[src/tbslc_pkg.sv]
package tbslc_pkg;

	// request codes on the input tuser
	typedef enum logic [1:0] {
		REQ_SEND = 2'd0,
		REQ_LINE = 2'd1,
		REQ_POLL = 2'd2
	} req_type_t;

	// result codes on the output tuser
	typedef enum logic [1:0] {
		OK_LINE    = 2'd0,
		OK_CHAR    = 2'd1,
		OK_DONE    = 2'd2,
		OK_TIMEOUT = 2'd3
	} out_kind_t;

	localparam logic [7:0]  CH_CR         = 8'h0D;
	localparam logic [7:0]  CH_LF         = 8'h0A;
	localparam logic [7:0]  FILL_BYTE     = 8'hDB;
	localparam logic [15:0] TIMEOUT_RESET = 16'd500;
	localparam logic [15:0] POLL_MAX      = 16'hFFFF;
	localparam int          MAX_RESULTS   = 12;
	localparam int          CNT_W         = $clog2(MAX_RESULTS + 1);

	// register select (paddr bit 2)
	localparam logic REG_TIMEOUT = 1'b0;

	// one result word
	typedef struct packed {
		out_kind_t  kind;
		logic [7:0] data;
		logic       conn;
	} res_word_t;

	// all results caused by one item
	typedef struct packed {
		logic [CNT_W-1:0]                  count;
		res_word_t [MAX_RESULTS-1:0]       words;
	} res_list_t;

	// line byte carrying one bit pair of a character
	function automatic logic [7:0] spread_byte(input logic [7:0] c, input logic [1:0] pair);
		logic [7:0] b;
		b    = FILL_BYTE;
		b[2] = c[{pair, 1'b0}];
		b[5] = c[{pair, 1'b1}];
		return b;
	endfunction

endpackage

[src/tbslc_core.sv]
module tbslc_core (
	input  logic                 clk,
	input  logic                 arst_n,
	input  logic                 step,
	input  logic [1:0]           req_type,
	input  logic [7:0]           data_byte,
	input  logic                 end_of_command,
	input  logic [15:0]          timeout_limit,
	output tbslc_pkg::res_list_t list
);

	logic       recv_q, link_q;
	logic [1:0] pos_q;
	logic [7:0] partial_q;
	logic [2:0] cs_q;
	logic [15:0] poll_q;
	logic [2:0][7:0] held_q;

	logic       n_recv, n_link;
	logic [1:0] n_pos;
	logic [7:0] n_partial;
	logic [2:0] n_cs;
	logic [15:0] n_poll;
	logic [2:0][7:0] n_held;

	logic [7:0] new_partial;
	logic       is_send;
	logic [tbslc_pkg::CNT_W-1:0] cnt;
	tbslc_pkg::res_word_t w0, w1;
	tbslc_pkg::res_word_t [tbslc_pkg::MAX_RESULTS-1:0] send_w;
	logic [2:0][7:0] chr;
	logic       prev_cr, is_lf, timed_out;

	// send side: command char then cr, lf
	assign chr = {tbslc_pkg::CH_LF, tbslc_pkg::CH_CR, data_byte};

	for (genvar g = 0; g < tbslc_pkg::MAX_RESULTS; g++) begin : g_send
		assign send_w[g] = '{kind: tbslc_pkg::OK_LINE,
			data: tbslc_pkg::spread_byte(chr[g / 4], 2'(g % 4)), conn: link_q};
	end

	// bit pair from the line byte into the partial character
	always_comb begin
		new_partial = partial_q;
		unique case (pos_q)
			2'd0: new_partial[1:0] = {data_byte[5], data_byte[2]};
			2'd1: new_partial[3:2] = {data_byte[5], data_byte[2]};
			2'd2: new_partial[5:4] = {data_byte[5], data_byte[2]};
			2'd3: new_partial[7:6] = {data_byte[5], data_byte[2]};
			default: new_partial = partial_q;
		endcase
	end

	assign is_lf     = (new_partial == tbslc_pkg::CH_LF);
	assign prev_cr   = (cs_q == 3'd1) ? (held_q[0] == tbslc_pkg::CH_CR)
		: (held_q[1] == tbslc_pkg::CH_CR);
	assign timed_out = poll_q > timeout_limit;

	// next state and result words
	always_comb begin
		n_recv    = recv_q;
		n_link    = link_q;
		n_pos     = pos_q;
		n_partial = partial_q;
		n_cs      = cs_q;
		n_poll    = poll_q;
		n_held    = held_q;
		cnt       = '0;
		is_send   = 1'b0;
		w0        = '{kind: tbslc_pkg::OK_DONE, data: 8'd0, conn: 1'b1};
		w1        = '{kind: tbslc_pkg::OK_DONE, data: 8'd0, conn: 1'b1};
		unique case (tbslc_pkg::req_type_t'(req_type))
			tbslc_pkg::REQ_SEND: begin
				is_send = 1'b1;
				n_recv  = end_of_command;
				cnt     = end_of_command ? tbslc_pkg::CNT_W'(12) : tbslc_pkg::CNT_W'(4);
				if (end_of_command) begin
					n_pos     = 2'd0;
					n_partial = 8'd0;
					n_cs      = 3'd0;
					n_poll    = 16'd0;
				end
			end
			tbslc_pkg::REQ_LINE, tbslc_pkg::REQ_POLL: begin
				if (recv_q) begin
					if (timed_out) begin
						n_recv = 1'b0;
						n_link = 1'b0;
						w0     = '{kind: tbslc_pkg::OK_TIMEOUT, data: 8'd0, conn: 1'b0};
						cnt    = tbslc_pkg::CNT_W'(1);
					end else begin
						if (poll_q != tbslc_pkg::POLL_MAX)
							n_poll = poll_q + 16'd1;
						if (req_type == tbslc_pkg::REQ_LINE) begin
							n_partial = new_partial;
							n_pos     = pos_q + 2'd1;
							if (pos_q == 2'd3) begin
								// a whole character is in
								priority if (cs_q < 3'd3) begin
									n_held[cs_q[1:0]] = new_partial;
									n_cs = cs_q + 3'd1;
									if (cs_q != 3'd0 && prev_cr && is_lf) begin
										n_recv = 1'b0;
										n_link = 1'b1;
										if (cs_q == 3'd2) begin
											w0  = '{kind: tbslc_pkg::OK_CHAR,
												data: held_q[0], conn: link_q};
											cnt = tbslc_pkg::CNT_W'(2);
										end else begin
											cnt = tbslc_pkg::CNT_W'(1);
										end
									end
								end else if (cs_q == 3'd3) begin
									if (held_q[2] == tbslc_pkg::CH_CR && is_lf) begin
										n_recv = 1'b0;
										n_link = 1'b1;
										cnt    = tbslc_pkg::CNT_W'(1);
									end else begin
										n_held[0] = new_partial;
										n_cs      = 3'd4;
									end
								end else begin
									if (held_q[0] == tbslc_pkg::CH_CR && is_lf) begin
										n_recv = 1'b0;
										n_link = 1'b1;
										cnt    = tbslc_pkg::CNT_W'(1);
									end else begin
										// stream the delayed character
										w0 = '{kind: tbslc_pkg::OK_CHAR,
											data: held_q[0], conn: link_q};
										n_held[0] = new_partial;
										cnt = tbslc_pkg::CNT_W'(1);
									end
								end
							end
						end
					end
				end
			end
			default: cnt = '0;
		endcase
	end

	// result list
	always_comb begin
		list.count = cnt;
		list.words = send_w;
		if (!is_send) begin
			list.words[0] = w0;
			list.words[1] = w1;
		end
	end

	// control state
	always_ff @(posedge clk or negedge arst_n) begin
		if (!arst_n) begin
			recv_q    <= 1'b0;
			link_q    <= 1'b0;
			pos_q     <= 2'd0;
			partial_q <= 8'd0;
			cs_q      <= 3'd0;
			poll_q    <= 16'd0;
		end else if (step) begin
			recv_q    <= n_recv;
			link_q    <= n_link;
			pos_q     <= n_pos;
			partial_q <= n_partial;
			cs_q      <= n_cs;
			poll_q    <= n_poll;
		end
	end

	// held characters, no reset
	always_ff @(posedge clk) begin
		if (step)
			held_q <= n_held;
	end

	// character count saturates at four
	a_cs_range: assert property (@(posedge clk) disable iff (!arst_n) cs_q <= 3'd4)
		else $error("character count out of range");

	// a timeout drops both receive and link
	a_timeout: assert property (@(posedge clk) disable iff (!arst_n)
		step && recv_q && timed_out &&
		(req_type == tbslc_pkg::REQ_LINE || req_type == tbslc_pkg::REQ_POLL)
		|=> !recv_q && !link_q)
		else $error("timeout left link state set");

	// completion brings the link up and ends receive
	a_done: assert property (@(posedge clk) disable iff (!arst_n)
		step && !is_send && cnt != '0 && w1.kind == tbslc_pkg::OK_DONE &&
		((cnt == tbslc_pkg::CNT_W'(2)) || (w0.kind == tbslc_pkg::OK_DONE))
		|=> link_q && !recv_q)
		else $error("completion did not raise link");

endmodule

[src/two_bit_spread_line_codec_unit.sv]
// an accepted word is registered, its results then go to the result register
// throughput: one input word per cycle while m_tready is high and each word yields
// at most one result; a word with n results holds the result register until all are
// taken (4 or 12 for a send); the next input word is taken with the last of them
// reset: arst_n clears all control state and loads timeout_limit with 500
// results are unaffected by stalls on either side
module two_bit_spread_line_codec_unit (
	input  logic        clk,
	input  logic        arst_n,
	// apb configuration
	input  logic        psel,
	input  logic        penable,
	input  logic        pwrite,
	input  logic [2:0]  paddr,
	input  logic [31:0] pwdata,
	output logic [31:0] prdata,
	output logic        pready,
	// input stream
	input  logic        s_tvalid,
	output logic        s_tready,
	input  logic [7:0]  s_tdata,  // data_byte
	input  logic [1:0]  s_tuser,  // req_type
	input  logic        s_tlast,  // end_of_command
	// result stream
	output logic        m_tvalid,
	input  logic        m_tready,
	output logic [15:0] m_tdata,  // out_byte [7:0], connected [8], zero fill
	output logic [1:0]  m_tuser,  // out_kind
	output logic        m_tlast   // last
);

	logic [15:0] limit_q;
	logic        v_s1, eoc_s1;
	logic [1:0]  type_s1;
	logic [7:0]  data_s1;
	logic        busy_q;
	logic [tbslc_pkg::CNT_W-1:0] cnt_q, idx_q;
	tbslc_pkg::res_word_t [tbslc_pkg::MAX_RESULTS-1:0] words_q;
	tbslc_pkg::res_list_t list;
	tbslc_pkg::res_word_t cur;
	logic        is_last, last_take, advance;

	// configuration register
	assign pready = 1'b1;
	assign prdata = (paddr[2] == tbslc_pkg::REG_TIMEOUT) ? {16'd0, limit_q} : 32'd0;

	always_ff @(posedge clk or negedge arst_n) begin
		if (!arst_n)
			limit_q <= tbslc_pkg::TIMEOUT_RESET;
		else if (psel && penable && pwrite && paddr[2] == tbslc_pkg::REG_TIMEOUT)
			limit_q <= pwdata[15:0];
	end

	// handshake between input register and result register
	assign is_last   = (idx_q == cnt_q - tbslc_pkg::CNT_W'(1));
	assign last_take = busy_q && m_tready && is_last;
	assign advance   = v_s1 && (!busy_q || last_take);
	assign s_tready  = !v_s1 || advance;

	// input register
	always_ff @(posedge clk or negedge arst_n) begin
		if (!arst_n)
			v_s1 <= 1'b0;
		else if (s_tvalid && s_tready)
			v_s1 <= 1'b1;
		else if (advance)
			v_s1 <= 1'b0;
	end

	always_ff @(posedge clk) begin
		if (s_tvalid && s_tready) begin
			type_s1 <= s_tuser;
			data_s1 <= s_tdata;
			eoc_s1  <= s_tlast;
		end
	end

	tbslc_core u_core (
		.clk            (clk),
		.arst_n         (arst_n),
		.step           (advance),
		.req_type       (type_s1),
		.data_byte      (data_s1),
		.end_of_command (eoc_s1),
		.timeout_limit  (limit_q),
		.list           (list)
	);

	// result register and word index
	always_ff @(posedge clk or negedge arst_n) begin
		if (!arst_n) begin
			busy_q <= 1'b0;
			cnt_q  <= '0;
			idx_q  <= '0;
		end else if (advance) begin
			busy_q <= (list.count != '0);
			cnt_q  <= list.count;
			idx_q  <= '0;
		end else if (busy_q && m_tready) begin
			if (is_last)
				busy_q <= 1'b0;
			else
				idx_q <= idx_q + tbslc_pkg::CNT_W'(1);
		end
	end

	always_ff @(posedge clk) begin
		if (advance)
			words_q <= list.words;
	end

	// output word
	assign cur      = words_q[idx_q];
	assign m_tvalid = busy_q;
	assign m_tuser  = cur.kind;
	assign m_tdata  = {7'd0, cur.conn, cur.data};
	assign m_tlast  = is_last;

	// shown word always lies within the loaded list
	a_idx: assert property (@(posedge clk) disable iff (!arst_n) busy_q |-> idx_q < cnt_q)
		else $error("result index beyond count");

endmodule
[config.mk]
export PLATFORM = sky130hd
export DESIGN_NAME = two_bit_spread_line_codec_unit
export DESIGN_NICKNAME = d
export VERILOG_FILES = /design/src/tbslc_pkg.sv /design/src/tbslc_core.sv /design/src/two_bit_spread_line_codec_unit.sv
export SDC_FILE = /design/constraint.sdc
export NUM_CORES = 1
export LEC_CHECK = 0
export ABC_AREA = 1
export BUFFER_PORTS_ARGS = -buffer_cell sky130_fd_sc_hd__buf_2
export CAP_MARGIN = 20
export CORE_UTILIZATION = 50
export CTS_CLUSTER_DIAMETER = 50
export DETAILED_ROUTE_END_ITERATION = 16
export MAX_ROUTING_LAYER = met4
export PLACE_DENSITY = 0.75
export SYNTH_ARGS = -nofsm -noshare
export SYNTH_HDL_FRONTEND = slang
export SYNTH_SLANG_ARGS = --single-unit
[constraint.sdc]
create_clock -name clk -period 2.78 [get_ports clk]
set_clock_uncertainty 0.2 [all_clocks]
set_input_delay 0.139 -clock clk [delete_from_list [all_inputs] [get_ports clk]]
set_output_delay 0.139 -clock clk [all_outputs]
set_load 0.05 [all_outputs]
**Word level (Yosys, flattened, before mapping)**

Index checks and enable logic that the tools add are counted.

- Memories kept: 0
- Bits in read-only memories: 0
- Latch bits: 0
- Flip-flop bits (word level): 119
- Input port bits: 53
- Word-level logic and storage cells: 196
- Bits in writable memories: 0
- Output and inout port bits: 54

- Shifts and indexed selects: 0
- Divide/modulo/power cells: 0
- $mul: 0
- Mux-type cells: 88
- Magnitude comparators: 5
- Equal/unequal tests: 27
- Add/sub/neg operators: 5
- Bitwise operators: 4
- Reduce and logical (&&, ||, !) cells: 38

Operators with widths:

| cell | count |
|---|---|
| $mux 11 | 11 |
| $mux 16 | 5 |
| $mux 8 | 9 |
| $bmux 11 s4 | 1 |
| $mux 4 | 10 |
| $eq 8x4->1 const B | 4 |
| $pmux 16 s2 | 1 |
| $mux 1 | 26 |
| $bwmux 24 | 1 |
| $mux 3 | 8 |
| $mux 22 | 1 |
| $mux 2 | 9 |
| $add 16x1->16 const B | 1 |
| $demux 8 s2 | 1 |
| $gt 16x16->1 | 1 |
| $ne 16x16->1 const B | 1 |
| $pmux 8 s2 | 1 |
| $reduce_and 8->1 | 2 |
| $logic_and 1x1->1 | 12 |
| $reduce_and 6->1 | 2 |
| $reduce_bool 2->1 | 6 |
| $ne 2x1->1 const B | 5 |
| $ne 3x2->1 const B | 3 |
| $reduce_and 9->1 | 1 |
| other kinds (30) | 45 |

**Longest topological paths before layout**

Gate-level depths: netlist of the first run.

- Depth after elaboration: 14
- Gate-level depth with buffers: 17
- Gate-level depth less buffers: 17

**Hierarchy**

Synthesis of the first run repeated with hierarchy kept, for this count alone.

- Cell total of the unflattened synthesis: 1243
- Area, all modules: 11898.9 µm²

Modules (own cells, without submodules):

| module | seq. area each (µm²) | area an instance (µm²) | instances | cells an instance |
|---|---|---|---|---|
| two_bit_spread_line_codec_unit | 4952.2 | 7055.5 | 1 | 592 |
| tbslc_core | 1496.4 | 4843.4 | 1 | 651 |

**Least setup slack after synthesis of the first run**

No wires, ideal clock.

- Path kind: register to register
- Start: register limit_q[7]
- End: register u_core.held_q[0] in the netlist's numbering, enable pin
- Required time: 2.197 ns
- Period minus slack after synthesis: 2.714 ns
- Arrival time: 2.131 ns
- Path slack: 0.066 ns
- Setup time: 0.383 ns
- Buffers on the path: 0
- Stages on the path, launching flop included: 13
- Path through: dfstp_2 -> inv_1 -> ha_1 -> nand2_1 -> inv_1 -> nor2_1 -> o21a_1 -> nand2_1 -> nand2_1 -> nand2_1 -> nand2_1 -> nand2_1 -> nor3_1

- Word-level cells in the longest chain between the ends: 3

Ends and longest elaborated chain:

| element | line | text |
|---|---|---|
| start: declaration | two_bit_spread_line_codec_unit.sv:32 | `logic [15:0] limit_q;` |
| start signal: assignment | two_bit_spread_line_codec_unit.sv:49 | `limit_q <= tbslc_pkg::TIMEOUT_RESET;` |
| start signal: assignment | two_bit_spread_line_codec_unit.sv:51 | `limit_q <= pwdata[15:0];` |
| $gt 16x16->1 | tbslc_core.sv:57 | `assign timed_out = poll_q > timeout_limit;` |
| $not 1->1 (no line) | - |  |
| $reduce_and 8->1 (no line) | - |  |
| end signal: assignment | tbslc_core.sv:176 | `held_q <= n_held;` |
| end: declaration | tbslc_core.sv:17 | `logic [2:0][7:0] held_q;` |

Every way passes these cells.
A chain may end at the register's enable or synchronous reset.

**Worst setup path in the final report of the first run**

- Start: register limit_q[7]
- End: register u_core.held_q[21] in the netlist's numbering, enable pin

- Word-level cells in the longest chain between the ends: 3

Ends and longest elaborated chain:

| element | line |
|---|---|
| $gt 16x16->1 | tbslc_core.sv:57 |
| $not 1->1 (no line) | - |
| $reduce_and 7->1 (no line) | - |

Every way passes these cells.

==> summary.txt, run 1 <==
Outcome
  • Result of the run: completed

Cells and area
  • Layout overhead on the synthesized area: 22.2%
  • Area of the multi-input gates: 0.00266 sq mm
  • Number of nets in the finished design: 959
  • Sequential cell area: 0.00312 sq mm
  • Share of cells above drive strength 1: 16.3%
  • Filler cell count: 997
  • Commonest cells after routing, fill and taps aside: sky130_fd_sc_hd__nand2_1 (178), sky130_fd_sc_hd__inv_1 (102), sky130_fd_sc_hd__nor2_1 (96), sky130_fd_sc_hd__buf_2 (64), sky130_fd_sc_hd__edfxtp_1 (56)
  • Design area: 0.00775 sq mm
  • Number of antenna cells inserted: 0
  • Leading cell type in the layout, fill and taps excluded: sky130_fd_sc_hd__nand2_1

Route
  • Drt total wl: 13100 microns
  • Number of design-rule violations left by the first detailed-router iteration: 361
  • Routed length per placed instance: 12.4 microns
  • Post-DRT Antenna Nets: 0
  • Post-DR vias/cell: 4.82
  • Detailed-route via count: 5079
  • TritonRoute pass-1 iters: 5
  • Number of remaining DRC errors: 0

STA
  • RSZ-0062 raised after global routing: true
  • Fmax: 390 MHz
  • Pins Over Slew Limit: 0
  • Total negative slack for setup checks: 0 ps
  • Minimum clock period after layout: 2560 ps
  • Number of endpoints with negative hold slack in the final report: 0
  • Worst hold margin: 95.4 ps
  • Transition time at the pin with the least slew margin: 624 ps
  • Crit share post-route: 92.2%
  • Setup Viol. Count Final: 0
  • Normalized max-slew margin: 58.4%

Clock network
  • CTS sink cnt: 113
  • Clock Pin Slew Worst Setup and Hold Paths: 50 ps
  • CTS tree: yes
  • Max Buffers Root-to-Sink: 2
  • CTS root buffer: sky130_fd_sc_hd__clkbuf_16
  • Clock latency on the worst-skew pair: 410 ps
  • Number of H-tree branching levels: 4
  • TritonCTS Buffers: 17

Floorplan
  • Die area: 0.0131 sq mm
  • Initial core utilization: 51.9%
  • Core area: 0.0122 sq mm
  • Die Wd: 115 microns
  • Vertical die dimension: 115 microns
  • Standard-cell rows: 40
  • Number of top-level design ports: 107

Power
  • Total Power Consumption: 0.00750 W
  • Worst vdd ir: 0.572 mV
  • Leakage power summed over all cells: 3.72 nW
  • Cell area power density: 967 mW/mm^2

Yosys
  • Cell area after synthesis: 0.00634 sq mm
  • Average instance area after synthesis: 8.32 sq um
  • Number of enable flip-flop cells after synthesis: 56
  • Number of cells produced by synthesis: 762
  • Yosys top cell by area: sky130_fd_sc_hd__edfxtp_1
  • Number of distinct library cell variants in the gate-level netlist after synthesis: 41
  • Seq/Total Area, Yosys: 49.1%
  • Primary FF master, synth: sky130_fd_sc_hd__edfxtp_1
  • Share of the synthesized area in the top cell type: 26.5%
  • Top post-synthesis cells by area: sky130_fd_sc_hd__edfxtp_1 (27%), sky130_fd_sc_hd__dfrtp_1 (20%), sky130_fd_sc_hd__nand2_1 (11%), sky130_fd_sc_hd__ha_1 (6.5%), sky130_fd_sc_hd__inv_1 (6.0%)
  • Warnings, synthesis: 0
  • Number of synthesized register bits: 113
  • Async S/R FF share, synth: 50.4%

Global route
  • Total routing usage reported by global routing: 22.9%
  • Number of global-route vias before repair: 4808
  • Antenna violations before repair: 0
  • Wire length of the first global-routing pass: 22500 microns
  • Remaining global-route overflow: 0
  • Pin count of the biggest net entering global routing: 33

Worst hold path
  • Type of the worst min-delay path: in -> async

Worst setup path
  • Startpoint type of the worst setup path: flip-flop
  • Critical path data arrival time: 2480 ps
  • R2r setup slk: 220 ps
  • CP Class: reg -> reg
  • Worst path required time: 2700 ps
  • Endpoint class of the critical path: flip-flop
  • Top fanout value on the critical path: 8

Placement
  • Estimated wirelength of the detail-placed design: 8960 microns
  • Gpl congestion: 0.834
  • Cell area after placement: 0.00684 sq mm
  • Number of port buffers: 64

Flow run
  • MaxCap Viol Count: 0
[metrics by stage]
stage | cells | setup slack [ps] | util, %
after detailed placement | 990 | 204 | 56.0
after global placement | 990 | 222 | 56.0
after global routing | 1054 | -14.5 | 63.5
after floorplan | 784 | 65.6 | -
final | 1054 | 217 | 63.5
after CTS | 1053 | 187 | 63.2
[cells by family (layout without fill, tap and decap cells)]
logic type	count (synthesis)	in the layout	synth area share, %
AO/OA/AOI/OAI	100	100	8.36
XOR/XNOR	12	12	1.66
adder cells (fa/ha/maj)	33	33	6.51
buffers and inverters	148	250	10.5
flip-flops	113	113	49.1
other	2	24	0.118
AND/OR/NAND/NOR	354	354	23.7
[area by class of cell]
| cell class | count | share of cell area [%] |
|---|---|---|
| multi-input cells | 523 | 34.4 |
| well taps | 168 | 2.71 |
| flip-flops and latches | 113 | 40.2 |
| clock inverters | 12 | 1.49 |
| clock buffers | 20 | 5.89 |
| inverters | 106 | 5.23 |
| repair buffers | 112 | 10.1 |
[flip-flops by register name (all words and copies together), names as in the netlist, 2 cells and up]
name,flops
words_q,21
u_core.cs_q,3
u_core.held_q,24
type_s1,2
u_core.partial_q,8
idx_q,4
u_core.pos_q,2
u_core.poll_q,16
limit_q,16
cnt_q,4
data_s1,8
[worst max-delay path: stages, from the launching register on]
cell and delay (ps):
sky130_fd_sc_hd__dfstp_2 510, sky130_fd_sc_hd__inv_1 50, sky130_fd_sc_hd__ha_1 310, sky130_fd_sc_hd__nand2_1 60, sky130_fd_sc_hd__inv_1 30, sky130_fd_sc_hd__nor2_1 80, sky130_fd_sc_hd__o21a_1 120, sky130_fd_sc_hd__nand2_1 60
sky130_fd_sc_hd__nand2_1 50, sky130_fd_sc_hd__nand2_1 70, sky130_fd_sc_hd__nand2_2 90, sky130_fd_sc_hd__nand2_2 80, sky130_fd_sc_hd__nor2_2 100, sky130_fd_sc_hd__nand4_1 120, sky130_fd_sc_hd__nor2_1 150, sky130_fd_sc_hd__buf_4 180
[where the power goes]
part	total, W	internal, W	switching, W
Clock	0.00208	0.00135	0.000729
Sequential	0.00243	0.00220	0.000225
Combinational	0.00299	0.000867	0.00213
Total	0.00750	0.00441	0.00308
[synth_stat cells (8+ instances only)]
library cell               number
sky130_fd_sc_hd__dfrtp_1       51
sky130_fd_sc_hd__buf_4         25
sky130_fd_sc_hd__nand2_1      180
sky130_fd_sc_hd__clkbuf_1      11
sky130_fd_sc_hd__xor2_1         8
sky130_fd_sc_hd__o21ai_1       16
sky130_fd_sc_hd__or2_2         11
sky130_fd_sc_hd__nor3_1        12
sky130_fd_sc_hd__ha_1          33
sky130_fd_sc_hd__nand3_1       29
sky130_fd_sc_hd__a21oi_1       33
sky130_fd_sc_hd__o21ai_0       38
sky130_fd_sc_hd__nand4_1       12
sky130_fd_sc_hd__inv_1        102
sky130_fd_sc_hd__edfxtp_1      56
sky130_fd_sc_hd__nor2_1        99
[repair_timing]
action	in CTS	in global routing
gates resized for setup	0	8
setup buffers	0	1
hold endpoints to repair	88	0
setup endpoints to repair	0	30
hold buffers	31	0
[worst paths after layout]
check / from / to / depth (start not counted)
max reg2reg: limit_q[7]$_DFFE_PN1P_ / u_core.held_q[21]$_DFFE_PP_ / 15
min in group clk: penable / limit_q[7]$_DFFE_PN1P_ / 5
max in group asynchronous: arst_n / u_core.partial_q[1]$_DFFE_PN0P_ / 3
min: arst_n / limit_q[13]$_DFFE_PN0P_ / 2
max: limit_q[7]$_DFFE_PN1P_ / u_core.held_q[21]$_DFFE_PP_ / 15
min reg2reg: data_s1[4]$_DFFE_PP_ / words_q[25]$_DFFE_PN_ / 0
[metal layers]
metal | global-route usage (%) | routed length (microns) | share of wire, %
met2 | 36.6 | 6210 | 47
met5 | - | 0 | 0
met4 | 6.32 | 164 | 1.3
met1 | 28.5 | 6160 | 47
met3 | 6.25 | 575 | 4.4
Power figures use the tool's default switching activity.
==> run 2, diff against run 1 <==
ABC_AREA = default   (was 1)
GPL_TIMING_DRIVEN = 0   (was default)
==> summary.txt, run 2 <==
Global route
  • Total routing usage reported by global routing: 25.7%
  • Remaining global-route overflow: 0
  • Wire length of the first global-routing pass: 25300 microns
  • Number of global-route vias before repair: 5235
  • Antenna violations before repair: 0
  • Pin count of the biggest net entering global routing: 32

Cells and area
  • Largest registers ranked by flip-flop count: u_core.held_q: 24 flops, words_q: 21 flops
  • Share of cells above drive strength 1: 29.2%
  • Flip-flop count of the largest register after layout: 24
  • Commonest cells after routing, fill and taps aside: sky130_fd_sc_hd__buf_2 (65), sky130_fd_sc_hd__edfxtp_1 (56), sky130_fd_sc_hd__dfrtp_1 (48), sky130_fd_sc_hd__nor2_1 (46), sky130_fd_sc_hd__nand2_1 (39)
  • Number of antenna cells inserted: 0
  • Layout overhead on the synthesized area: 32.7%
  • Register bank with the most flops: u_core.held_q
  • Leading cell type in the layout, fill and taps excluded: sky130_fd_sc_hd__buf_2
  • Number of nets in the finished design: 841
  • Post-layout utilization of the core: 69.2%

Yosys
  • Cell area after synthesis: 0.00634 sq mm
  • Average instance area after synthesis: 10.4 sq um
  • Number of cells produced by synthesis: 607
  • Share of the synthesized area in the top cell type: 26.5%
  • Primary FF master, synth: sky130_fd_sc_hd__edfxtp_1
  • Top post-synthesis cells by area: sky130_fd_sc_hd__edfxtp_1 (27%), sky130_fd_sc_hd__dfrtp_1 (20%), sky130_fd_sc_hd__ha_1 (6.5%), sky130_fd_sc_hd__mux2_2 (3.0%), sky130_fd_sc_hd__buf_4 (3.0%)
  • Number of distinct library cell variants in the gate-level netlist after synthesis: 70
  • Number of synthesized register bits: 113
  • Number of enable flip-flop cells after synthesis: 56
  • Most frequent cells after synthesis: sky130_fd_sc_hd__edfxtp_1 (56), sky130_fd_sc_hd__dfrtp_1 (51), sky130_fd_sc_hd__nor2_1 (49)
  • Seq/Total Area, Yosys: 49.2%
  • Yosys top cell by area: sky130_fd_sc_hd__edfxtp_1
  • Async S/R FF share, synth: 50.4%
  • Most frequent cell after synthesis: sky130_fd_sc_hd__edfxtp_1
  • Warnings, synthesis: 0

STA
  • Normalized max-slew margin: 52.1%
  • Crit share post-route: 103%
  • Number of endpoints with negative hold slack in the final report: 0
  • Total negative slack for setup checks: -448 ps
  • Setup Viol. Count Final: 19
  • RSZ-0062 raised after global routing: true
  • Transition time at the pin with the least slew margin: 719 ps
  • Minimum clock period after layout: 2860 ps
  • Pins Over Slew Limit: 0
  • Worst setup slack after layout: -79.4 ps
  • Worst hold margin: 121 ps
  • Fmax: 350 MHz

Outcome
  • Violations in the final reports: setup timing
  • Result of the run: finished, violations left

Worst setup path
  • CP Class: reg -> reg
  • Last element of the critical path: words_q[3]$_DFFE_PN_
  • Buffers & Inverters on Critical Path: 2
  • Top delay family on crit path: simple AND/OR/NAND/NOR gates
  • Cell count of the worst reg-to-reg path: 9
  • Critical path depth: 9
  • Critical register-to-register path endpoint: words_q[3]$_DFFE_PN_
  • Startpoint type of the worst setup path: flip-flop
  • Worst path required time: 2850 ps
  • Endpoint class of the critical path: flip-flop
  • Crit path cell chain: inv_4 -> ha_4 -> mux2i_2 -> a32oi_2 -> or4_4 -> nor4b_4 -> o211a_1 -> buf_6 -> a31o_1
  • Critical path data arrival time: 2930 ps
  • Slowest cell on the critical path: sky130_fd_sc_hd__or4_4
  • Top fanout value on the critical path: 9
  • R2r setup slk: -80 ps
  • Worst reg2reg startpoint: u_core.pos_q[0]$_DFFE_PN0P_
  • Critical Path Start: u_core.pos_q[0]$_DFFE_PN0P_
  • Stage delay of the slowest cell on the critical path: 580 ps

Clock network
  • Clock latency on the worst-skew pair: 410 ps
  • Number of H-tree branching levels: 4
  • Max Buffers Root-to-Sink: 2
  • Clock Pin Slew Worst Setup and Hold Paths: 50 ps
  • TritonCTS Buffers: 17
  • CTS sink cnt: 113
  • CTS tree: yes
  • CTS root buffer: sky130_fd_sc_hd__clkbuf_16

Route
  • Number of design-rule violations left by the first detailed-router iteration: 538
  • Post-DR vias/cell: 5.72
  • Number of remaining DRC errors: 0
  • Routed length per placed instance: 16.7 microns
  • Post-DRT Antenna Nets: 0
  • Drt total wl: 15600 microns
  • TritonRoute pass-1 iters: 7
  • Detailed-route via count: 5357

Floorplan
  • Number of top-level design ports: 107
  • Initial core utilization: 52.1%
  • Vertical die dimension: 115 microns
  • Core area: 0.0122 sq mm
  • Die area: 0.0131 sq mm
  • Standard-cell rows: 40
  • Die Wd: 115 microns

Placement
  • Estimated wirelength of the detail-placed design: 10500 microns
  • Number of port buffers: 62
  • Gpl congestion: 0.892

Power
  • Total Power Consumption: 0.00817 W
  • Worst vdd ir: 0.481 mV
  • Cell area power density: 971 mW/mm^2
  • Leakage power summed over all cells: 3.63 nW

Flow run
  • MaxCap Viol Count: 0

Worst hold path
  • Type of the worst min-delay path: in -> async
-- run 2: cell families (layout without fill, tap and decap cells) --
| logic type | after synthesis | count (layout) | share of synthesized area, % |
|---|---|---|---|
| AO/OA/AOI/OAI | 127 | 127 | 14.4 |
| XOR/XNOR | 7 | 7 | 1.20 |
| adder cells (fa/ha/maj) | 33 | 33 | 6.52 |
| buffers and inverters | 95 | 234 | 7.29 |
| flip-flops | 113 | 113 | 49.2 |
| multiplexers | 27 | 27 | 4.60 |
| other | 2 | 24 | 0.119 |
| AND/OR/NAND/NOR | 203 | 203 | 16.7 |
-- run 2: worst min-delay path by stage --
stage / end / from / slack [ps]
after floorplan: cnt_q[0]$_DFFE_PN0N_ / arst_n / -360
after CTS: limit_q[15]$_DFFE_PN0P_ / pwrite / 120
final: limit_q[11]$_DFFE_PN0P_ / arst_n / 120
after detailed placement: limit_q[11]$_DFFE_PN0P_ / arst_n / 30
after global placement: data_s1[1]$_DFFE_PP_ / s_tdata[1] / 120
after global routing: limit_q[4]$_DFFE_PN1P_ / pwrite / 180
-- run 2: metrics by stage --
stage                     area [sq um]  instances  setup WS, ps
after global routing              8410        936          -153
after CTS                         8290        935         -74.5
after floorplan                   6500        629         -27.7
final                             8410        936         -79.4
after global placement            7020        859          -593
after detailed placement          7040        860          -630
-- run 2: cell type report --
type,count,area (sq um)
fillers,871,3750
multi-input cells,421,3200
flip-flops and latches,113,3120
repair buffers,109,777
clock buffers,20,437
plain buffers,51,329
well taps,168,210
inverters,42,170
clock inverters,12,165
-- run 2: per-layer routing --
metal,up-vias,GRT usage [%],part of all wire [%],wire [microns]
met5,-,-,0,0
met1,2626,32.1,43,6700
met2,219,41.1,49,7640
li1,2473,-,-,-
met3,39,4.92,6.1,957
met4,0,10.8,2.0,313
-- run 2: where the power goes --
part	switching [W]	leakage, nW	total (W)	internal (W)
logic	0.00232	2.17	0.00360	0.00128
registers	0.000258	1.16	0.00235	0.00209
clock network	0.000731	0.297	0.00222	0.00148
-- run 2: repair_timing --
action                     CTS  global route
setup endpoints to repair   70            87
hold buffers                30             0
pin swaps                   23             8
hold endpoints to repair    60             0
buffers inserted            15             1
gates resized for setup     53            32
-- run 2: worst reg2reg max path: cells and delay by family, from the launching register on --
kind                     cells  cell delay (ps)
AO/OA/AOI/OAI                3              480
adder cells (fa/ha/maj)      1              170
buffers and inverters        2              240
flip-flops                   1              470
multiplexers                 1              260
AND/OR/NAND/NOR              2              900
==> run 3, diff against run 2 <==
CELL_PAD_IN_SITES_DETAIL_PLACEMENT = 0   (was default)
CELL_PAD_IN_SITES_GLOBAL_PLACEMENT = 1   (was default)
CORE_UTILIZATION = 40   (was 50)
CTS_CLUSTER_SIZE = 8   (was default)
PLACE_DENSITY = default   (was 0.75)
PLACE_DENSITY_LB_ADDON = 0.1   (was default)
==> summary.txt, run 3 (same netlist as run 2, synthesis figures left out) <==
Outcome
  • Result of the run: finished, violations left
  • Violations in the final reports: setup timing

Route
  • Routed length per placed instance: 16.5 microns
  • TritonRoute pass-1 iters: 6
  • Post-DRT Antenna Nets: 0
  • Number of design-rule violations left by the first detailed-router iteration: 339
  • Number of remaining DRC errors: 0
  • Drt total wl: 16400 microns
  • Detailed-route via count: 5257
  • Post-DR vias/cell: 5.27

Worst setup path
  • Startpoint type of the worst setup path: flip-flop
  • Critical path data arrival time: 2820 ps
  • Slowest cell on the critical path: sky130_fd_sc_hd__or4_4
  • Top fanout value on the critical path: 4
  • Stage delay of the slowest cell on the critical path: 570 ps
  • CP Class: reg -> reg
  • Worst path required time: 2730 ps
  • Cell count of the worst reg-to-reg path: 9
  • Endpoint class of the critical path: flip-flop
  • Crit path cell chain: inv_2 -> ha_4 -> mux2i_2 -> inv_1 -> nand2_1 -> or4_4 -> nor4b_4 -> nor2_1 -> o311a_1

Placement
  • Gpl congestion: 0.831
  • Estimated wirelength of the detail-placed design: 11100 microns
  • Number of port buffers: 62
  • Cell area after placement: 0.00709 sq mm

STA
  • Crit share post-route: 103%
  • RSZ-0062 raised after global routing: true
  • Setup Viol. Count Final: 15
  • Fmax: 349 MHz
  • Worst hold margin: 82.0 ps
  • Transition time at the pin with the least slew margin: 698 ps
  • Number of endpoints with negative hold slack in the final report: 0
  • Normalized max-slew margin: 53.0%
  • Worst setup slack after layout: -88.1 ps
  • Minimum clock period after layout: 2870 ps
  • Pins Over Slew Limit: 0
  • Total negative slack for setup checks: -508 ps

Cells and area
  • Leading cell type in the layout, fill and taps excluded: sky130_fd_sc_hd__buf_2
  • Number of antenna cells inserted: 0
  • Design area: 0.00881 sq mm
  • Post-layout utilization of the core: 57.5%
  • Share of cells above drive strength 1: 33.7%
  • Layout overhead on the synthesized area: 39.1%
  • Number of nets in the finished design: 861
  • Commonest cells after routing, fill and taps aside: sky130_fd_sc_hd__buf_2 (64), sky130_fd_sc_hd__edfxtp_1 (56), sky130_fd_sc_hd__buf_4 (50), sky130_fd_sc_hd__nor2_1 (45), sky130_fd_sc_hd__dfrtp_1 (45)
  • Register bank with the most flops: u_core.held_q
  • Largest registers ranked by flip-flop count: u_core.held_q: 24 flops, words_q: 21 flops
  • Filler cell count: 1320
  • Flip-flop count of the largest register after layout: 24

Power
  • Worst vdd ir: 0.484 mV
  • Proportion of power drawn by the clock network: 24.6%
  • Relative contribution of combinational cells to total power: 47.1%
  • Net switching power of the design: 0.00341 W
  • Internal power consumption: 0.00486 W
  • Fraction of power spent switching nets: 41.2%
  • Leakage power summed over all cells: 3.76 nW
  • Cell area power density: 938 mW/mm^2
  • Sequential cell fraction of total power: 28.4%

Global route
  • Pin count of the biggest net entering global routing: 35
  • Wire length of the first global-routing pass: 25700 microns
  • Total routing usage reported by global routing: 21.1%
  • Remaining global-route overflow: 0
  • Antenna violations before repair: 0
  • Number of global-route vias before repair: 4935

Clock network
  • Clock latency on the worst-skew pair: 420 ps
  • Clock Pin Slew Worst Setup and Hold Paths: 50 ps
  • TritonCTS Buffers: 17
  • CTS root buffer: sky130_fd_sc_hd__clkbuf_16
  • Max Buffers Root-to-Sink: 2
  • CTS tree: yes
  • CTS sink cnt: 113
  • Number of H-tree branching levels: 4

Floorplan
  • Die area: 0.0164 sq mm
  • Core area: 0.0153 sq mm
  • Vertical die dimension: 128 microns
  • Standard-cell rows: 45
  • Die Wd: 128 microns
  • Initial core utilization: 41.4%
  • Number of top-level design ports: 107

Worst hold path
  • Type of the worst min-delay path: in -> async

Flow run
  • MaxCap Viol Count: 0
run 3: cell count changes in the layout (fill, tap and decap cells not counted), moves of 4 or more:
cell                       delta
sky130_fd_sc_hd__ha_1         -7
sky130_fd_sc_hd__clkinv_1     +4
sky130_fd_sc_hd__buf_4       +12
sky130_fd_sc_hd__clkbuf_1     -4
sky130_fd_sc_hd__ha_4         +7
sky130_fd_sc_hd__buf_6        +4
run 3: through the flow:
stage | setup WS, ps | instances | total power, W
after detailed placement | -804 | 903 | 0.00541
final | -88.1 | 998 | 0.00827
after floorplan | -27.7 | 629 | 0.00464
after CTS | -106 | 976 | 0.00783
after global placement | -809 | 902 | 0.00535
after global routing | -170 | 998 | 0.00872
run 3: routing by layer:
metal	global-route usage [%]	wire length [microns]	share of wire [%]
met1	28.6	7910	48
met2	31.8	7540	46
met3	4.47	772	4.7
met4	6.30	206	1.3
met5	-	0	0
run 3: what timing repair did:
| action | CTS | global route |
|---|---|---|
| cloned | 0 | 4 |
| pin swaps | 23 | 30 |
| gates resized for setup | 57 | 69 |
| hold endpoints to repair | 83 | 0 |
| hold buffers | 30 | 0 |
| buffers inserted | 14 | 19 |
| endpoints found under the setup margin | 91 | 88 |
run 3: power groups by stage:
stage,logic [W],registers (W),clock network [W]
global route,0.00420,0.00238,0.00214
finish,0.00389,0.00235,0.00203
detailed placement,0.00307,0.00234,0
global placement,0.00302,0.00233,0
floorplan,0.00236,0.00228,0
CTS,0.00343,0.00234,0.00207
run 3: worst paths after layout:
path	start	end	slack (ps)
hold reg to reg	data_s1[6]$_DFFE_PP_	words_q[36]$_DFFE_PN_	220
max in group asynchronous	arst_n	u_core.poll_q[14]$_DFFE_PN0P_	1670
hold / removal	arst_n	limit_q[12]$_DFFE_PN0P_	80
setup / recovery	u_core.pos_q[1]$_DFFE_PN0P_	words_q[0]$_DFFE_PN_	-90
setup reg to reg	u_core.pos_q[1]$_DFFE_PN0P_	words_q[0]$_DFFE_PN_	-90
min in group clk	pwrite	limit_q[4]$_DFFE_PN1P_	120
run 3: cell type report:
class	count	area (sq um)	share of cell area [%]
well taps	211	264	3.00
inverters	42	174	1.97
flip-flops and latches	113	3120	35.4
multi-input cells	422	3390	38.4
plain buffers	50	340	3.86
clock buffers	17	425	4.83
repair buffers	129	976	11.1
clock inverters	14	124	1.41
run 3: critical path, delay by kind of cell (launching register included):
kind / cells / cell delay [ps]
simple gates: 4 / 1120
flops: 1 / 410
compound gates: 1 / 310
buf+inv: 2 / 200
mux: 1 / 190
fa+ha+maj: 1 / 180
